File: config.mk
export PLATFORM = sky130hd
export DESIGN_NAME = integer_alu_add_sub_mul_div_top
export DESIGN_NICKNAME = d
export VERILOG_FILES = /design/src/rtl/core/ialu_pkg.sv /design/src/rtl/core/ialu_prep.sv /design/src/rtl/core/ialu_div_step.sv /design/src/rtl/core/ialu_out.sv /design/src/rtl/core/integer_alu_add_sub_mul_div_top.sv
export SDC_FILE = /design/constraint.sdc
export NUM_CORES = 2
export LEC_CHECK = 0
export ABC_CLOCK_PERIOD_IN_PS = 14300
export BUFFER_PORTS_ARGS = -buffer_cell sky130_fd_sc_hd__buf_2
export CORE_MARGIN = 2
export CORE_UTILIZATION = 52
export DETAILED_ROUTE_END_ITERATION = 7
export GPL_TIMING_DRIVEN = 0
export PLACE_DENSITY = 0.68
export SLEW_MARGIN = 20
export SYNTH_ARGS = -nofsm -noshare
export SYNTH_HDL_FRONTEND = slang
export SYNTH_SLANG_ARGS = --single-unit
File: constraint.sdc
create_clock -name clk -period 14.3 [get_ports clk]
set_input_delay 0.715 -clock clk [delete_from_list [all_inputs] [get_ports clk]]
set_output_delay 0.715 -clock clk [all_outputs]
set_load 0.05 [all_outputs]
File: src/rtl/core/ialu_pkg.sv
// Shared types and constants for the integer ALU pipeline.
// No dependencies; used by every module in rtl/core.
`default_nettype none

package ialu_pkg;

    localparam int QUOTIENT_BITS_DEF = 8;
    localparam int DATA_W            = 32;

    typedef enum logic [1:0] {
        CMD_ADD = 2'd0,
        CMD_SUB = 2'd1,
        CMD_MUL = 2'd2,
        CMD_DIV = 2'd3
    } cmd_t;

    // Payload carried down the pipeline with each item
    typedef struct packed {
        cmd_t              cmd;
        logic [DATA_W-1:0] value;  // add/sub/mul result
        logic [DATA_W-1:0] rem;    // running partial remainder
        logic [DATA_W-1:0] den;    // divisor magnitude
        logic [DATA_W-1:0] quo;    // quotient bits found so far
        logic              neg;    // quotient to be negated
        logic              dz;     // divide by zero
    } stage_t;

endpackage

`default_nettype wire

File: src/rtl/core/ialu_prep.sv
// Entry stage: decodes the command, does add/sub/multiply, forms divide magnitudes.
// Depends on ialu_pkg.
`default_nettype none

module ialu_prep
(
    input  wire logic                          clk,
    input  wire logic                          rst_n,
    input  wire logic                          in_valid,
    output logic                               in_ready,
    input  wire ialu_pkg::cmd_t                cmd,
    input  wire logic [ialu_pkg::DATA_W-1:0]   op_a,
    input  wire logic [ialu_pkg::DATA_W-1:0]   op_b,
    output logic                               out_valid,
    input  wire logic                          out_ready,
    output ialu_pkg::stage_t                   out_data
);

    logic                             valid_reg;
    ialu_pkg::stage_t                 data_reg;
    ialu_pkg::stage_t                 data_next;
    logic [ialu_pkg::DATA_W-1:0]      mag_a;
    logic [ialu_pkg::DATA_W-1:0]      mag_b;

    assign in_ready  = !valid_reg || out_ready;
    assign out_valid = valid_reg;
    assign out_data  = data_reg;

    // the most negative value keeps its pattern, read as unsigned 2^31
    assign mag_a = op_a[ialu_pkg::DATA_W-1] ? (~op_a + 1'b1) : op_a;
    assign mag_b = op_b[ialu_pkg::DATA_W-1] ? (~op_b + 1'b1) : op_b;

    always_comb
    begin
        data_next     = '0;
        data_next.cmd = cmd;
        data_next.rem = mag_a;
        data_next.den = mag_b;
        data_next.quo = '0;
        data_next.neg = op_a[ialu_pkg::DATA_W-1] ^ op_b[ialu_pkg::DATA_W-1];
        data_next.dz  = 1'b0;
        case (cmd)
            ialu_pkg::CMD_ADD: data_next.value = op_a + op_b;
            ialu_pkg::CMD_SUB: data_next.value = op_a - op_b;
            ialu_pkg::CMD_MUL: data_next.value = op_a * op_b;
            ialu_pkg::CMD_DIV:
            begin
                data_next.value = '0;
                data_next.dz    = (op_b == '0);
            end
            default:           data_next.value = '0;
        endcase
    end

    always_ff @(posedge clk or negedge rst_n)
    begin
        if (!rst_n)
        begin
            valid_reg <= 1'b0;
        end
        else if (in_ready)
        begin
            valid_reg <= in_valid;
        end
    end

    always_ff @(posedge clk)
    begin
        if (in_ready && in_valid)
        begin
            data_reg <= data_next;
        end
    end

endmodule

`default_nettype wire

File: src/rtl/core/ialu_div_step.sv
// One restoring-division stage: tries quotient bit BIT and registers the result.
// Depends on ialu_pkg.
`default_nettype none

module ialu_div_step
#(
    parameter int BIT = 0
)
(
    input  wire logic              clk,
    input  wire logic              rst_n,
    input  wire logic              in_valid,
    output logic                   in_ready,
    input  wire ialu_pkg::stage_t  in_data,
    output logic                   out_valid,
    input  wire logic              out_ready,
    output ialu_pkg::stage_t       out_data
);

    localparam logic [ialu_pkg::DATA_W-1:0] LOW_MASK =
        ialu_pkg::DATA_W'((64'd1 << BIT) - 64'd1);

    logic                         valid_reg;
    ialu_pkg::stage_t             data_reg;
    ialu_pkg::stage_t             data_next;
    logic [ialu_pkg::DATA_W-1:0]  rem_hi;
    logic [ialu_pkg::DATA_W:0]    diff;
    logic                         fits;

    assign in_ready  = !valid_reg || out_ready;
    assign out_valid = valid_reg;
    assign out_data  = data_reg;

    // (rem >> BIT) >= den, and rem - (den << BIT) only touches bit BIT and the bits above it
    assign rem_hi = in_data.rem >> BIT;
    assign diff   = {1'b0, rem_hi} - {1'b0, in_data.den};
    assign fits   = !diff[ialu_pkg::DATA_W];

    always_comb
    begin
        data_next = in_data;
        if (fits)
        begin
            data_next.rem      = (diff[ialu_pkg::DATA_W-1:0] << BIT) | (in_data.rem & LOW_MASK);
            data_next.quo[BIT] = 1'b1;
        end
    end

    always_ff @(posedge clk or negedge rst_n)
    begin
        if (!rst_n)
        begin
            valid_reg <= 1'b0;
        end
        else if (in_ready)
        begin
            valid_reg <= in_valid;
        end
    end

    always_ff @(posedge clk)
    begin
        if (in_ready && in_valid)
        begin
            data_reg <= data_next;
        end
    end

endmodule

`default_nettype wire

File: src/rtl/core/ialu_out.sv
// Output stage: applies the quotient sign, selects the result, holds the output item.
// Depends on ialu_pkg.
`default_nettype none

module ialu_out
(
    input  wire logic                          clk,
    input  wire logic                          rst_n,
    input  wire logic                          in_valid,
    output logic                               in_ready,
    input  wire ialu_pkg::stage_t              in_data,
    output logic                               out_valid,
    input  wire logic                          out_ready,
    output logic [ialu_pkg::DATA_W-1:0]        result,
    output logic                               dz
);

    logic                         valid_reg;
    logic [ialu_pkg::DATA_W-1:0]  result_reg;
    logic [ialu_pkg::DATA_W-1:0]  result_next;
    logic                         dz_reg;

    assign in_ready  = !valid_reg || out_ready;
    assign out_valid = valid_reg;
    assign result    = result_reg;
    assign dz        = dz_reg;

    always_comb
    begin
        case (in_data.cmd)
            ialu_pkg::CMD_DIV: result_next = in_data.neg ? (~in_data.quo + 1'b1) : in_data.quo;
            default:           result_next = in_data.value;
        endcase
    end

    always_ff @(posedge clk or negedge rst_n)
    begin
        if (!rst_n)
        begin
            valid_reg <= 1'b0;
        end
        else if (in_ready)
        begin
            valid_reg <= in_valid;
        end
    end

    always_ff @(posedge clk)
    begin
        if (in_ready && in_valid)
        begin
            result_reg <= result_next;
            dz_reg     <= in_data.dz;
        end
    end

endmodule

`default_nettype wire

File: src/rtl/core/integer_alu_add_sub_mul_div_top.sv
// Integer ALU top level: add, subtract, multiply (low 32 bits), restoring divide.
// Pipeline: entry stage, one stage per quotient bit, output stage.
// Throughput one item per cycle unless stalled; stages hold items under back-pressure and
// bubbles close up, so input is taken while a result waits if any stage is empty.
// Reset (rst_n low, asynchronous) empties every stage; no item is lost on a stall.
// Depends on ialu_pkg, ialu_prep, ialu_div_step, ialu_out.
`default_nettype none

module integer_alu_add_sub_mul_div_top
#(
    parameter int QUOTIENT_BITS = ialu_pkg::QUOTIENT_BITS_DEF
)
(
    input  wire logic        clk,
    input  wire logic        rst_n,
    input  wire logic        s_tvalid,
    output logic             s_tready,
    input  wire logic [63:0] s_tdata,   // [31:0] operand_a, [63:32] operand_b
    input  wire logic [1:0]  s_tuser,   // [1:0] command
    output logic             m_tvalid,
    input  wire logic        m_tready,
    output logic [31:0]      m_tdata,   // [31:0] result
    output logic             m_tuser    // [0] divide_by_zero
);

    localparam int NBITS = (QUOTIENT_BITS > 32) ? 32 : QUOTIENT_BITS;
    localparam logic [ialu_pkg::DATA_W-1:0] QMASK =
        ialu_pkg::DATA_W'((64'd1 << NBITS) - 64'd1);

    ialu_pkg::stage_t  pipe  [0:NBITS];
    logic              valid [0:NBITS];
    logic              ready [0:NBITS];

    ialu_prep u_prep
    (
        .clk       (clk),
        .rst_n     (rst_n),
        .in_valid  (s_tvalid),
        .in_ready  (s_tready),
        .cmd       (ialu_pkg::cmd_t'(s_tuser)),
        .op_a      (s_tdata[31:0]),
        .op_b      (s_tdata[63:32]),
        .out_valid (valid[0]),
        .out_ready (ready[0]),
        .out_data  (pipe[0])
    );

    // stage k tries quotient bit NBITS-1-k, top bit first
    for (genvar k = 0; k < NBITS; k++)
    begin : g_step
        ialu_div_step
        #(
            .BIT (NBITS - 1 - k)
        )
        u_step
        (
            .clk       (clk),
            .rst_n     (rst_n),
            .in_valid  (valid[k]),
            .in_ready  (ready[k]),
            .in_data   (pipe[k]),
            .out_valid (valid[k+1]),
            .out_ready (ready[k+1]),
            .out_data  (pipe[k+1])
        );
    end

    ialu_out u_out
    (
        .clk       (clk),
        .rst_n     (rst_n),
        .in_valid  (valid[NBITS]),
        .in_ready  (ready[NBITS]),
        .in_data   (pipe[NBITS]),
        .out_valid (m_tvalid),
        .out_ready (m_tready),
        .result    (m_tdata),
        .dz        (m_tuser)
    );

    // an empty or draining output stage frees the whole chain
    assert property (@(posedge clk) disable iff (!rst_n)
        (!m_tvalid || m_tready) |-> s_tready)
        else $error("input stalled while output stage can move");

    // a zero divisor must leave every quotient step taken
    assert property (@(posedge clk) disable iff (!rst_n)
        (valid[NBITS] && pipe[NBITS].dz) |-> (pipe[NBITS].quo == QMASK))
        else $error("zero divisor quotient not all ones");

    assert property (@(posedge clk) disable iff (!rst_n)
        (valid[NBITS] && pipe[NBITS].dz) |->
            (pipe[NBITS].cmd == ialu_pkg::CMD_DIV && pipe[NBITS].den == '0))
        else $error("divide-by-zero flag on non-zero divisor");

    // quotient never gains bits above the configured width
    assert property (@(posedge clk) disable iff (!rst_n)
        valid[NBITS] |-> ((pipe[NBITS].quo & ~QMASK) == '0))
        else $error("quotient bit outside range");

endmodule

`default_nettype wire
==> key figures <==
Outcome
  – Status: finished clean

GRT
  – GRT Overall Usage: 24.61%
  – Gr ovfl total: 0
  – Initial antenna violation count: 14
  – Largest net degree at the start of global routing: 64
  – Vias in the first global route: 38310
  – First-pass GRT wire length: 220500 um

Final layout
  – Max reg flops: 772
  – Area Growth Syn to Fin: 9.497%
  – Fin nets: 6177
  – Most common cell after layout, fill and taps aside: edfxtp_1
  – Fraction of layout cells with a size suffix above 1: 8.092%
  – Commonest non-fill, non-tap cells in the layout: edfxtp_1 (905), inv_1 (665), nand2_1 (425)

Job
  – Max Cap Viol: 0

CTS
  – # hold bufs at CTS: 1
  – CTS tree: done
  – PostCTS Resize Cnt: 0
  – CTS clk-pin slew, worst paths: 0.06 ns
  – Clock Latency Late Sink: 0.65 ns
  – CTS Buf Count: 86
  – Clock tree sinks: 915
  – Clk buf depth: 3
  – H-tree depth: 3
  – Clock root buffer: clkbuf_16
  – Post-CTS Setup Inserts: 0

Synth
  – Flops & latches, synth: 915
  – Syn Nets: 5983
  – Syn Inst Count: 5111
  – Sequential element share of the synthesized area: 45.67%
  – Post-synth ARST share: 1.093%
  – Post-Syn Area per Cell: 11.75 um^2
  – Post-synth EDFFs: 905
  – Ys flop type: edfxtp_1
  – Synth cell types: 86
  – Ys Warns: 0
  – Cell area after synthesis: 0.06005 mm^2

Place
  – RePlAce Congestion: 1.012
  – Post-detail-place hpwl: 113100 um
  – Port Buffers: 87

Setup path
  – CP max-delay cell: clkbuf_1
  – CP Data Arrival Time: 10.36 ns
  – Endpoint class of the critical path: register
  – CP max stage delay: 0.84 ns
  – Critical path type: in2reg
  – Most used cell, CP: fa_1
  – Data required, critical path: 14.73 ns
  – R2r worst-path depth: 13
  – Crit path launch type: input port
  – Crit-path max FO: 10
  – Crit path cell chain: buf_2 > clkbuf_1 > clkbuf_1 > nand2_1 > fa_1 > fa_1 > fa_1 > inv_1 > fa_1 > fa_1 > fa_1 > fa_1 > fa_1 > ha_1 > clkbuf_1 > nand4_1 > nor2_1 > a21boi_0 > a2111oi_0 > o41ai_1 > a31oi_1 > xnor2_1 > o21a_1 > a21oi_1

Die
  – DIE HEIGHT: 343.8 um
  – Initial Util: 52.45%
  – Overall die area: 0.1182 mm^2
  – Io pins: 105
  – Core Region: 0.1145 mm^2
  – Core Rows: 124
  – Die W: 343.8 um

Timing
  – Final period util: 69.44%
  – Final setup fails: 0
  – Slew Viols, Final: 0
  – RSZ-0062 raised after global routing: no
  – Hold violation count in the final report: 0
  – Fin crit period: 9.930 ns
  – Total Neg Setup Slack: 0 ns
  – Slew HR: 14.11%
  – Worst-margin pin slew: 1.288 ns
  – Peak Freq: 100.7 MHz
  – Setup Skew: 0.03068 ns

Routing
  – Drt first pass iters: 7
  – Vias: 37760
  – Post-DR wirelength/cell: 20.56 um
  – Iteration-0 DRC Markers: 2484
  – DRT Wirelength: 141700 um
  – DR DRC count: 0
  – Post-route ant nets: 0
  – Via density: 5.478

Min path
  – Hold WC Path Type: in2reg
  – Hold depth: 2
kinds of logic after synthesis:
family	synth area share (%)
AND/OR/NAND/NOR	10.48
flip-flops	45.67
buffers and inverters	5.353
AO/OA/AOI/OAI	8.893
adder cells (fa/ha/maj)	21.91
XOR/XNOR	5.061
multiplexers	2.632
cells in the mapped netlist (23+ instances only):
cell type,n,area [um^2]
nand3_1,38,190.2
nand2b_1,61,381.6
mux2_2,126,1419
a211oi_1,23,172.7
and3_1,23,143.9
nand2_1,425,1595
a21o_1,121,908.4
xnor2_1,243,2128
clkbuf_1,152,570.6
inv_1,665,2496
xor2_1,104,910.9
or3_1,33,206.5
nor2_1,174,653.1
nor3_1,53,265.3
o21ai_0,193,965.9
nor2b_1,42,262.8
fa_1,416,8328
nand4_1,25,156.4
a31oi_1,26,162.7
a21oi_1,179,895.9
o21a_1,63,473.0
edfxtp_1,905,27180
o31ai_1,35,262.8
and2_1,317,1983
ha_1,386,4830
final timing paths:
check | start | end | slack [ns]
worst max-delay path | s_tdata[13] | u_prep.out_data[129] | 4.37
worst min-delay path | s_tvalid | u_prep.out_valid | 0.28
worst max register to register | g_step[1].u_step.out_data[34] | g_step[2].u_step.out_data[91] | 9.81
worst min register to register | g_step[5].u_step.out_data[1] | g_step[6].u_step.out_data[1] | 0.40
max in group asynchronous | rst_n | g_step[7].u_step.out_valid | 13.63
min in group asynchronous | rst_n | g_step[2].u_step.out_valid | 0.47
critical path: cells and delay by family:
| kind | cells | cell delay (ns) |
|---|---|---|
| adders and majority gates | 9 | 4.42 |
| AOI/OAI and AO/OA | 6 | 2.34 |
| buffers and inverters | 5 | 2.17 |
| and+or+nand+nor | 3 | 0.47 |
| xor gates and xnor gates | 1 | 0.22 |
final cells by class:
type	instances	area [um^2]
plain buffers	176	718.2
inverters	665	2496
clock buffers	104	2251
flip-flops and latches	915	27430
multi-input cells	3355	29480
well taps	1512	1892
diodes	4	10.01
fillers	9517	48750
repair buffers	106	890.9
clock inverters	55	591.8
per-stage QoR:
| stage | std cells | setup slack (ns) | hold WS, ns | cell area [um^2] | utilization (%) |
|---|---|---|---|---|---|
| after global placement | 6710 | 3.888 | 0.4010 | 62380 | 54.48 |
| after global routing | 6888 | 4.223 | 0.2580 | 65740 | 57.42 |
| after CTS | 6888 | 4.703 | 0.2288 | 65740 | 57.41 |
| after floorplan | 5111 | 6.691 | 0.4003 | 60050 | - |
| final | 6892 | 4.370 | 0.2803 | 65750 | 57.43 |
| after detailed placement | 6728 | 4.033 | 0.4045 | 62880 | 54.92 |
per-layer routing:
layer | track usage [%] | routed length [um]
met5 | 0 | 64
met4 | 11.81 | 7582
met3 | 4.808 | 9563
met2 | 39.83 | 65490
met1 | 31.99 | 58970
Power is left out: the tool's default activity adds up to more than one toggle a clock period on the data nets, which glitch-free logic cannot reach.
